`config.mk`:
```
export PLATFORM = sky130hd
export DESIGN_NAME = dma_transfer_chunk_planner
export DESIGN_NICKNAME = d
export VERILOG_FILES = /design/src/rtl/dtcp_pkg.sv /design/src/rtl/dtcp_search.sv /design/src/rtl/dma_transfer_chunk_planner.sv
export SDC_FILE = /design/constraint.sdc
export NUM_CORES = 2
export LEC_CHECK = 0
export BUFFER_PORTS_ARGS = -buffer_cell sky130_fd_sc_hd__buf_2
export CORE_MARGIN = 5
export CORE_UTILIZATION = 55
export DETAILED_ROUTE_END_ITERATION = 7
export PLACE_DENSITY = 0.77
export SLEW_MARGIN = 20
export SYNTH_ARGS = -nofsm -noshare
export SYNTH_HDL_FRONTEND = slang
export SYNTH_SLANG_ARGS = --single-unit
```
`constraint.sdc`:
```
create_clock -name clk -period 10.9 [get_ports clk]
set_clock_uncertainty 0.15 [all_clocks]
set_input_delay 0.545 -clock clk [delete_from_list [all_inputs] [get_ports clk]]
set_output_delay 0.545 -clock clk [all_outputs]
set_load 0.02 [all_outputs]
```
`src/rtl/dtcp_pkg.sv`:
```
// Package for the DMA transfer chunk planner.
// Transaction types, command and event codes, sizing constants.
// No dependencies.
`timescale 1ns / 1ps

package dtcp_pkg;

  localparam int MAX_DIVISOR    = 2048;
  localparam int DIV_W          = $clog2(MAX_DIVISOR + 1);
  localparam int REPS_W         = 11;
  localparam int ALIGN_SH       = 6;
  localparam int UNITS_MAX      = 65528 / 64;
  localparam int UNITS_W        = $clog2(UNITS_MAX + 1);
  localparam int LEN_UNITS_W    = 32 - ALIGN_SH;
  localparam int REM_W          = $clog2(MAX_DIVISOR * UNITS_MAX + 1) + 1;

  localparam logic [31:0] SINGLE_MAX   = 32'd65535;
  localparam logic [31:0] SW_CHUNK_MAX = 32'd65280;
  localparam logic [31:0] PERIPH_LOW   = 32'h4000_0000;
  localparam logic [31:0] PERIPH_HIGH  = 32'h5FFF_FFFF;

  localparam logic [1:0] CMD_START    = 2'd0;
  localparam logic [1:0] CMD_COMPLETE = 2'd1;
  localparam logic [1:0] CMD_ERROR    = 2'd2;
  localparam logic [1:0] CMD_QUERY    = 2'd3;

  localparam logic [1:0] EV_NONE     = 2'd0;
  localparam logic [1:0] EV_BLOCK    = 2'd1;
  localparam logic [1:0] EV_COMPLETE = 2'd2;
  localparam logic [1:0] EV_ERROR    = 2'd3;

  localparam logic [1:0] CFG_INC_SOURCE      = 2'd0;
  localparam logic [1:0] CFG_INC_DESTINATION = 2'd1;
  localparam logic [1:0] CFG_FORCE_SW_CHUNKS = 2'd2;
  localparam logic [1:0] CFG_REPEAT_CAPABLE  = 2'd3;

  typedef struct packed {
    logic [1:0]  command;
    logic [31:0] source_address;
    logic [31:0] dest_address;
    logic [31:0] byte_length;
    logic [15:0] hw_block_left;
    logic [10:0] hw_repeats_left;
  } cmd_t;

  typedef struct packed {
    logic        status;
    logic [1:0]  event_res;
    logic [31:0] block_source;
    logic [31:0] block_dest;
    logic [15:0] block_bytes;
    logic [10:0] repeat_count;
    logic        source_port;
    logic        dest_port;
    logic [31:0] bytes_remaining;
  } res_t;

  typedef struct packed {
    logic               done;
    logic               found;
    logic [UNITS_W-1:0] units;
    logic [REPS_W-1:0]  reps;
  } srch_res_t;

endpackage

```
`src/rtl/dtcp_search.sv`:
```
// Divisor search for repeated-block splitting: shift-subtract division per candidate divisor.
// Depends on dtcp_pkg.
`timescale 1ns / 1ps

module dtcp_search import dtcp_pkg::*; (
  input  logic                   clk,
  input  logic                   rst,
  input  logic                   start,
  input  logic [LEN_UNITS_W-1:0] len_units,
  output srch_res_t              res
);

  localparam logic [1:0] S_IDLE  = 2'd0;
  localparam logic [1:0] S_CHECK = 2'd1;
  localparam logic [1:0] S_DIV   = 2'd2;

  logic [1:0]         state, state_next;
  logic [DIV_W-1:0]   div, div_next;
  logic [REM_W-1:0]   rem, rem_next;
  logic [REM_W-1:0]   dsh, dsh_next;
  logic [3:0]         step, step_next;
  logic [UNITS_W-1:0] quo, quo_next;
  logic               done, done_next;
  logic               found, found_next;
  logic [LEN_UNITS_W-1:0] bound;
  logic [REM_W-1:0]   diff;
  logic               ge;
  logic               last_div;

  assign bound = LEN_UNITS_W'({div, 10'd0}) - LEN_UNITS_W'(div);
  assign diff  = rem - dsh;
  assign ge    = rem >= dsh;
  assign last_div = div == DIV_W'(MAX_DIVISOR);

  always_comb begin
    state_next = state;
    div_next   = div;
    rem_next   = rem;
    dsh_next   = dsh;
    step_next  = step;
    quo_next   = quo;
    done_next  = done;
    found_next = found;
    unique case (state)
      S_IDLE: begin
        if (start) begin
          div_next   = DIV_W'(1);
          done_next  = 1'b0;
          found_next = 1'b0;
          state_next = S_CHECK;
        end
      end
      S_CHECK: begin
        if (len_units <= bound) begin
          rem_next   = REM_W'(len_units);
          dsh_next   = REM_W'({div, 9'd0});
          step_next  = 4'd9;
          quo_next   = '0;
          state_next = S_DIV;
        end else if (last_div) begin
          done_next  = 1'b1;
          state_next = S_IDLE;
        end else begin
          div_next = div + DIV_W'(1);
        end
      end
      S_DIV: begin
        if (ge) begin
          rem_next = diff;
          quo_next[step] = 1'b1;
        end
        dsh_next  = dsh >> 1;
        step_next = step - 4'd1;
        if (step == 4'd0) begin
          if ((ge ? diff : rem) == '0) begin
            done_next  = 1'b1;
            found_next = 1'b1;
            state_next = S_IDLE;
          end else if (last_div) begin
            done_next  = 1'b1;
            state_next = S_IDLE;
          end else begin
            div_next   = div + DIV_W'(1);
            state_next = S_CHECK;
          end
        end
      end
      default: state_next = S_IDLE;
    endcase
  end

  always_ff @(posedge clk) begin
    if (rst) begin
      state <= S_IDLE;
      done  <= 1'b0;
      found <= 1'b0;
    end else begin
      state <= state_next;
      done  <= done_next;
      found <= found_next;
    end
    div  <= div_next;
    rem  <= rem_next;
    dsh  <= dsh_next;
    step <= step_next;
    quo  <= quo_next;
  end

  assign res.done  = done;
  assign res.found = found;
  assign res.units = quo;
  assign res.reps  = REPS_W'(div - DIV_W'(1));

`ifndef NO_ASSERTIONS
  a_found_nonzero: assert property (@(posedge clk) disable iff (rst)
    done && found |-> quo != '0) else $error("search found zero block");
`endif

endmodule

```
`src/rtl/dma_transfer_chunk_planner.sv`:
```
// DMA transfer chunk planner top level: command sequencer and result register.
// Depends on dtcp_pkg and dtcp_search.
// Block complete, error and zero/short start are answered from the execute state; query adds a summing state.
// Long start on a repeat-capable channel runs the divisor search: per candidate divisor,
// a bound check and, if it passes, 10 subtract steps; up to 2048 candidates.
// Throughput: one transaction at a time; a new command is taken once the previous result is queued.
// Reset (rst, synchronous): configuration to defaults, addresses and counts to zero.
`timescale 1ns / 1ps

module dma_transfer_chunk_planner import dtcp_pkg::*; (
  input  logic       clk,
  input  logic       rst,
  input  logic       cfg_we,
  input  logic [1:0] cfg_index,
  input  logic       cfg_data,
  input  logic       cmd_valid,
  output logic       cmd_stall,
  input  cmd_t       cmd,
  output logic       res_valid,
  input  logic       res_stall,
  output res_t       res
);

  localparam logic [1:0] S_IDLE   = 2'd0;
  localparam logic [1:0] S_EXEC   = 2'd1;
  localparam logic [1:0] S_SEARCH = 2'd2;
  localparam logic [1:0] S_QSUM   = 2'd3;

  logic [1:0]  state, state_next;
  cmd_t        req;
  logic        inc_source, inc_destination, force_sw_chunks, repeat_capable;
  logic [31:0] current_source, current_source_next;
  logic [31:0] current_dest, current_dest_next;
  logic [31:0] bytes_left_sw, bytes_left_sw_next;
  logic [31:0] block_size_now, block_size_now_next;
  logic [31:0] prod;
  logic        res_valid_next;
  res_t        res_next;
  logic        out_free;
  logic        emit;
  logic        srch_start;
  srch_res_t   srch;
  logic [31:0] chunk_src, chunk, chunk_left;

  function automatic logic port_of(input logic [31:0] a);
    return (a >= PERIPH_LOW) && (a <= PERIPH_HIGH);
  endfunction

  assign out_free  = !res_valid || !res_stall;
  assign cmd_stall = state != S_IDLE;

  assign chunk_src  = (req.command == CMD_START) ? req.byte_length : bytes_left_sw;
  assign chunk      = (chunk_src > SW_CHUNK_MAX) ? SW_CHUNK_MAX : chunk_src;
  assign chunk_left = chunk_src - chunk;

  dtcp_search u_search (
    .clk       (clk),
    .rst       (rst),
    .start     (srch_start),
    .len_units (req.byte_length[31:ALIGN_SH]),
    .res       (srch)
  );

  always_comb begin
    state_next          = state;
    current_source_next = current_source;
    current_dest_next   = current_dest;
    bytes_left_sw_next  = bytes_left_sw;
    block_size_now_next = block_size_now;
    srch_start          = 1'b0;
    emit                = 1'b0;
    res_next            = '0;
    unique case (state)
      S_IDLE: begin
        if (cmd_valid) state_next = S_EXEC;
      end
      S_EXEC: begin
        if (out_free) begin
          state_next = S_IDLE;
          unique case (req.command)
            CMD_START: begin
              emit = 1'b1;
              if (req.byte_length == '0) begin
                res_next.status = 1'b1;
              end else begin
                current_source_next = req.source_address;
                current_dest_next   = req.dest_address;
                bytes_left_sw_next  = req.byte_length;
                block_size_now_next = req.byte_length;
                if (req.byte_length <= SINGLE_MAX) begin
                  bytes_left_sw_next = '0;
                  res_next.event_res = EV_BLOCK;
                end else if (repeat_capable && !force_sw_chunks) begin
                  if (req.byte_length[ALIGN_SH-1:0] != '0) begin
                    res_next.status = 1'b1;
                  end else begin
                    emit       = 1'b0;
                    srch_start = 1'b1;
                    state_next = S_SEARCH;
                  end
                end else begin
                  block_size_now_next = chunk;
                  bytes_left_sw_next  = chunk_left;
                  res_next.event_res  = EV_BLOCK;
                end
              end
            end
            CMD_COMPLETE: begin
              emit = 1'b1;
              if (bytes_left_sw != '0) begin
                if (inc_source) current_source_next = current_source + block_size_now;
                if (inc_destination) current_dest_next = current_dest + block_size_now;
                block_size_now_next = chunk;
                bytes_left_sw_next  = chunk_left;
                res_next.event_res  = EV_BLOCK;
              end else begin
                res_next.event_res = EV_COMPLETE;
              end
            end
            CMD_ERROR: begin
              emit = 1'b1;
              res_next.event_res = EV_ERROR;
            end
            CMD_QUERY: begin
              state_next = S_QSUM;
            end
            default: state_next = S_IDLE;
          endcase
        end
      end
      S_SEARCH: begin
        if (srch.done && out_free) begin
          emit       = 1'b1;
          state_next = S_IDLE;
          if (srch.found) begin
            block_size_now_next = 32'({srch.units, {ALIGN_SH{1'b0}}});
            bytes_left_sw_next  = '0;
            res_next.event_res  = EV_BLOCK;
            res_next.repeat_count = srch.reps;
          end else begin
            res_next.status = 1'b1;
          end
        end
      end
      S_QSUM: begin
        if (out_free) begin
          emit = 1'b1;
          state_next = S_IDLE;
          res_next.bytes_remaining = bytes_left_sw + 32'(req.hw_block_left) + prod;
        end
      end
      default: state_next = S_IDLE;
    endcase
    if (res_next.event_res == EV_BLOCK) begin
      res_next.block_source = current_source_next;
      res_next.block_dest   = current_dest_next;
      res_next.block_bytes  = block_size_now_next[15:0];
      res_next.source_port  = port_of(current_source_next);
      res_next.dest_port    = port_of(current_dest_next);
    end
  end

  assign res_valid_next = emit ? 1'b1 : (res_valid && res_stall);

  always_ff @(posedge clk) begin
    if (rst) begin
      state           <= S_IDLE;
      res_valid       <= 1'b0;
      inc_source      <= 1'b1;
      inc_destination <= 1'b1;
      force_sw_chunks <= 1'b0;
      repeat_capable  <= 1'b0;
      current_source  <= '0;
      current_dest    <= '0;
      bytes_left_sw   <= '0;
      block_size_now  <= '0;
    end else begin
      state          <= state_next;
      res_valid      <= res_valid_next;
      current_source <= current_source_next;
      current_dest   <= current_dest_next;
      bytes_left_sw  <= bytes_left_sw_next;
      block_size_now <= block_size_now_next;
      if (cfg_we) begin
        unique case (cfg_index)
          CFG_INC_SOURCE:      inc_source      <= cfg_data;
          CFG_INC_DESTINATION: inc_destination <= cfg_data;
          CFG_FORCE_SW_CHUNKS: force_sw_chunks <= cfg_data;
          CFG_REPEAT_CAPABLE:  repeat_capable  <= cfg_data;
          default: ;
        endcase
      end
    end
    if (state == S_IDLE && cmd_valid) req <= cmd;
    prod <= 32'(block_size_now * 32'(req.hw_repeats_left));
    if (emit) res <= res_next;
  end

`ifndef NO_ASSERTIONS
  a_busy_after_accept: assert property (@(posedge clk) disable iff (rst)
    cmd_valid && !cmd_stall |=> state == S_EXEC) else $error("accepted command lost");
  a_block_nonzero: assert property (@(posedge clk) disable iff (rst)
    res_valid && res.event_res == EV_BLOCK |-> res.block_bytes != '0)
    else $error("empty block programmed");
  a_fail_no_event: assert property (@(posedge clk) disable iff (rst)
    res_valid && res.status |-> res.event_res == EV_NONE) else $error("failed start with event");
`endif

endmodule
```
After elaboration in Yosys (flattened, before gate mapping). Cells that the tools add are included.

Register bits: 494. Bits of input ports: 133. Logic and storage cells: 233.

Reduce and logical (&&, ||, !) cells: 40. Bitwise operators: 1. Equality and inequality tests: 29. Mux-type cells: 107. Multipliers: 1. Magnitude comparators: 10. $add $sub $neg: 10.

Operators with widths (count): two-way mux 32 bit (26); one-hot mux 32 bit (2 select lines) (6); adder 32 bit (3); one-hot mux 22 bit (2 select lines) (2); two-way mux 22 bit (3); >= comparator 32 x 31 -> 1 bit (second input constant) (2); <= comparator 32 x 31 -> 1 bit (second input constant) (2); two-way mux 12 bit (5); one-hot mux 12 bit (3 select lines) (1); two-way mux 1 bit (33); adder 32 x 16 -> 32 bit (1); > comparator 32 x 16 -> 1 bit (second input constant) (1); <= comparator 32 x 16 -> 1 bit (second input constant) (1); zero test 32 bit (1); multiplier 32 x 11 -> 32 bit (1); nonzero test 32 bit (1); subtractor 32 bit (1); two-way mux 2 bit (14); <= comparator 26 bit (1); subtractor 22 x 12 -> 23 bit (1); >= comparator 22 bit (1); zero test 22 bit (1); subtractor 22 bit (1); two-way mux 10 bit (2); other kinds (39) (87).

Logic depth before layout (Yosys ltp).
Word-level depth: 11. Mapped depth: 24.

By module. Synthesis repeated with hierarchy kept, for this count alone.

Cell total of the unflattened synthesis: 3765. Area, all modules: 36201.0 um^2.

Modules (own cells, without submodules): dma_transfer_chunk_planner (seq. area each 10940.5 um^2, area each 30133.9 um^2, cells an instance 3103, instances 1); dtcp_search (seq. area each 2152.1 um^2, area each 6067.1 um^2, cells an instance 662, instances 1).

Worst setup path after synthesis. Ideal clock, no wire load.

Kind: register to register. Start: register req[124] (netlist name). End: register res[0] (netlist name), enable pin. Required time: 10.057 ns. Arrival time: 8.342 ns. Path slack: 1.714 ns. Stages on the path, launching flop included: 9. Buffers on the path: 2. Cells stage by stage: edfxtp_1 > inv_1 > ha_1 > buf_4 > buf_6 > clkinv_1 > o21bai_1 > nand2_1 > a31oi_1.

Longest elaborated chain between the ends: 5. Elaborated cells on any way between the ends: 7. Those cells by class: 2 x eq/ne; 3 x mux; 2 x reduce/logical.

Ends and longest elaborated chain: start: declaration (RTL line dma_transfer_chunk_planner.sv:30) `cmd_t req;`; start signal: assignment (RTL line dma_transfer_chunk_planner.sv:194) `if (state == S_IDLE && cmd_valid) req <= cmd;`; == test 2 bit / == test 2 x 1 -> 1 bit (equally long branches) (RTL line dma_transfer_chunk_planner.sv:80) `unique case (req.command)`; OR reduction 2 bit (no line); one-hot mux 1 bit (2 select lines) * (RTL line dma_transfer_chunk_planner.sv:80); two-way mux 1 bit * (RTL line dma_transfer_chunk_planner.sv:78) `if (out_free) begin`; one-hot mux 1 bit (3 select lines) * (RTL line dma_transfer_chunk_planner.sv:73) `unique case (state)`; net emit (RTL line dma_transfer_chunk_planner.sv:40) `logic emit;`; end signal: assignment (RTL line dma_transfer_chunk_planner.sv:196) `if (emit) res <= res_next;`; end: declaration (RTL line dma_transfer_chunk_planner.sv:21) `output res_t res`.

Mark *: on every way through the listed nets, which the timed path passes. The rest lies on a longest branch. A chain may end at the register's enable or synchronous reset.

Final worst setup path.
Start: register req[4] (netlist name). End: register prod[25].

Longest elaborated chain between the ends: 1.

Ends and longest elaborated chain: multiplier 32 x 11 -> 32 bit (RTL line dma_transfer_chunk_planner.sv:195) `prod <= 32'(block_size_now * 32'(req.hw_repeats_left));`; end signal: assignment (RTL line dma_transfer_chunk_planner.sv:195); end: declaration (RTL line dma_transfer_chunk_planner.sv:36) `logic [31:0] prod;`.

No other way between the ends.

==> summary.txt <==
Detailed routing
  – DRC: 4
  – WL/cell: 21.78 um
  – Initial DRC Count: 3113
  – Post-route ant nets: 0
  – Vias: 30040
  – WL final: 108000 um
  – Vias per cell: 6.060
  – Initial DRT Pass Iterations: 8

Setup path
  – Critical Path Most Common Cell: fa_1
  – Critical path launch point: req[4]$_DFFE_PP_
  – Arrival @ worst endpoint: 7.13 ns
  – Reg2Reg Launch Point: req[4]$_DFFE_PP_
  – Crit path depth: 20
  – CP Capture Type: register
  – Terminus of the critical flop-to-flop path: prod[25]$_DFF_P_
  – CP cell instances: nand2_1, fa_1, fa_1, inv_1, fa_1, fa_1, inv_1, fa_1, inv_1, ha_1, a21o_1, a21oi_1, o21ai_0, and2_1, a31oi_1, a211o_1, o211ai_1, o41ai_1, nand3_1, o311ai_0
  – Buf/Inv on CP: 3
  – Crit-path leading delay family: adder cells
  – R2R depth: 20
  – Highest cell delay on the worst timing path: 1.10 ns
  – Worst setup endpoint: prod[25]$_DFF_P_
  – Critical path fanouts, max: 28
  – Reg2Reg Setup Slack: 4.14 ns
  – Slowest cell on the critical path: edfxtp_1
  – Worst EP required: 11.27 ns
  – Worst Setup Start Kind: register
  – Kind of critical path: reg2reg

Logic synthesis
  – Synth async-reset ratio: 0%
  – Top cell type's share of synthesized area: 26.91%
  – Syn nets: 4340
  – Dominant cells by area after synthesis: edfxtp_1 (27%), fa_1 (13%), dfxtp_1 (9.5%), ha_1 (7.9%), nand2_1 (4.1%)
  – Yosys cell types: 101
  – Seq cells post-synth: 493
  – Syn_area_per_cell: 9.604 sq um
  – Yosys warns: 0
  – Synthesized cell area: 0.03594 sq mm
  – Post-synth top flop: edfxtp_1
  – Largest area contributor in the netlist: edfxtp_1
  – Seq/Total Area, Yosys: 36.43%
  – Mapped Cells: 3742
  – Post-synth EDFFs: 322

Pwr
  – Clock Power Share: 38.6%
  – Gate power share: 17.5%
  – Switching pwr: 1.490 mW
  – P_int: 3.576 mW
  – VDD IR max: 0.0001364 V
  – Switching Fraction: 29.41%
  – Leak: 17.11 nW
  – PD cells: 123.0 mW/mm^2
  – Sequential Power Share: 43.8%

GRT
  – GRT Total Usage: 29.96%
  – Congestion Overflow GR: 0
  – Initial antenna violation count: 5
  – Global-route wire length before repair: 167700 um
  – Vias in the first global route: 29830
  – Pin count of the biggest net entering global routing: 86

Timing
  – Final Max Slew Viols: 0
  – Setup_tns: 0 ns
  – Crit path time final: 6.764 ns
  – Unrepaired setup endpoints after global routing: no
  – Highest Clock Rate: 147.8 MHz
  – Period utilisation layout: 62.05%
  – Tightest Pin Transition: 1.165 ns
  – Final Hold Viols: 0
  – Final Setup Violations: 0
  – Rel. slew slack: 22.36%

Clock tree
  – Root buf cell: clkbuf_16
  – Clk Latency, worst-skew pair: 0.63 ns
  – TritonCTS Buffers: 54
  – Sinks on Clock Net: 493
  – Post-CTS Setup Bufs: 0
  – Post-cts resize count: 0
  – CTS max path bufs: 3
  – Clk slew on worst S/H paths: 0.06 ns
  – H-tree depth: 2
  – CTS tree: done
  – Hold_buf cts: 125

Floorplan
  – Ports: 263
  – Overall die area: 0.07055 sq mm
  – Core box area: 0.06458 sq mm
  – Die height: 265.6 um
  – Starting Density: 55.65%
  – Rows: 93
  – Die X: 265.6 um

Hold path
  – Hold depth: 2
  – Hold Crit Class: in2reg

Placement
  – Placed cell count: 4728
  – Final HPWL DP: 76870 um
  – Placer Congestion: 0.9620
  – Port buffer count: 262

Cells and area
  – Multi-input logic area: 0.02100 sq mm
  – Final #Nets: 4653
  – Area Growth Syn to Fin: 14.64%
  – FF/Latch Area: 0.01309 sq mm
  – Fillcell total: 5191
  – Share of cells above drive strength 1: 11.22%
  – Layout Cells excl Fill: 4957

Flow run
  – MaxCap Viol Count: 0

Run status
  – Failing checks: DRC
  – Run status: complete, but fails checks
[placed cells by master, fill, tap and decap left out, types with 33 or more instances in the layout]
master / Yosys / routed
nand2_1: 389 / 388
nor2_1: 376 / 373
edfxtp_1: 322 / 322
inv_1: 313 / 313
buf_2: 19 / 261
a21oi_1: 253 / 252
fa_1: 239 / 239
ha_1: 226 / 224
dfxtp_1: 171 / 171
and2_1: 134 / 134
dlygate4sd3_1: 0 / 125
xnor2_1: 113 / 113
o21ai_0: 110 / 109
a21o_1: 77 / 77
xor2_1: 64 / 64
nor3_1: 60 / 59
nand3_1: 59 / 59
clkbuf_16: 0 / 58
a22oi_1: 53 / 53
buf_4: 3 / 51
mux2i_1: 49 / 49
nor2b_1: 48 / 47
nand4_1: 35 / 35
nand2b_1: 33 / 33
[worst min-delay path by stage]
stage                                   startpoint  slack, ns                              to
floorplan           bytes_left_sw[18]$_SDFFE_PP0P_       0.30  bytes_left_sw[18]$_SDFFE_PP0P_
global placement      force_sw_chunks$_SDFFE_PP0P_       0.32    force_sw_chunks$_SDFFE_PP0P_
detailed placement    force_sw_chunks$_SDFFE_PP0P_       0.33    force_sw_chunks$_SDFFE_PP0P_
CTS                                       cfg_data       0.02         inc_source$_SDFFE_PP1P_
global route                              cfg_data       0.04         inc_source$_SDFFE_PP1P_
finish                                    cfg_data       0.04         inc_source$_SDFFE_PP1P_
[layout make-up]
| cell class | instances | area share (%) |
|---|---|---|
| tap | 855 | 2.597 |
| antenna | 1 | 0.006074 |
| inverter | 316 | 2.879 |
| multi-input combinational | 2752 | 50.97 |
| clock buffer | 62 | 3.560 |
| timing repair buffer | 438 | 7.174 |
| sequential | 493 | 31.78 |
| clock inverter | 40 | 1.030 |
[cells in the mapped netlist, types with 110 or more instances]
master	instances
nand2_1	389
nor2_1	376
edfxtp_1	322
inv_1	313
a21oi_1	253
fa_1	239
ha_1	226
dfxtp_1	171
clkbuf_1	143
and2_1	134
xnor2_1	113
o21ai_0	110
[worst register-to-register path, stage by stage (launching register included)]
cell and delay (ns):
edfxtp_1 1.10, nand2_1 0.21, fa_1 0.55, fa_1 0.51, inv_1 0.05, fa_1 0.47, fa_1 0.55, inv_1 0.06
fa_1 0.52, inv_1 0.04, ha_1 0.35, a21o_1 0.18, a21oi_1 0.18, o21ai_0 0.18, and2_1 0.20, a31oi_1 0.24
a211o_1 0.25, o211ai_1 0.14, o41ai_1 0.50, nand3_1 0.13, o311ai_0 0.12
[layer usage]
metal,wire length [um],GRT usage (%),vias to the layer above
met1,40160,37.53,14550
met2,52030,50.88,1410
met3,9280,4.653,388
met5,27,0,-
li1,-,-,13680
met4,6490,14.82,4
[registers in the layout, summed over array words and instances, names as in the netlist, 21 cells and up]
| name | flops |
|---|---|
| current_dest | 32 |
| u_search.dsh | 21 |
| bytes_left_sw | 32 |
| block_size_now | 32 |
| prod | 32 |
| current_source | 32 |
| u_search.rem | 22 |
| res | 128 |
| req | 125 |
[per-stage QoR]
step	utilization (%)	worst slack [ns]	power [mW]	cell area, sq um	hold WS (ns)
6_report	63.79	4.136	5.066	41200	0.03851
5_1_grt	63.79	3.785	5.243	41200	0.03835
4_1_cts	63.76	4.197	5.059	41180	0.01953
3_5_place_dp	58.90	4.228	3.083	38040	0.3267
3_3_place_gp	58.90	4.312	3.071	38040	0.3159
2_1_floorplan	-	1.714	2.806	35940	0.2973
[kinds of logic after synthesis]
group | synth area share, %
buffers and inverters | 5.309
muxes | 1.741
other | 0.01043
DFF | 36.43
xor gates and xnor gates | 4.314
adders and majority gates | 21.18
and+or+nand+nor | 16.40
AOI/OAI and AO/OA | 14.61
[power groups by stage]
stage | logic, mW | registers [mW] | clock network, mW
final | 0.888 | 2.22 | 1.96
after global routing | 0.970 | 2.23 | 2.05
after CTS | 0.869 | 2.22 | 1.97
after detailed placement | 0.827 | 2.26 | 0
after global placement | 0.816 | 2.25 | 0
after floorplan | 0.577 | 2.23 | 0
Power figures use the tool's default switching activity.
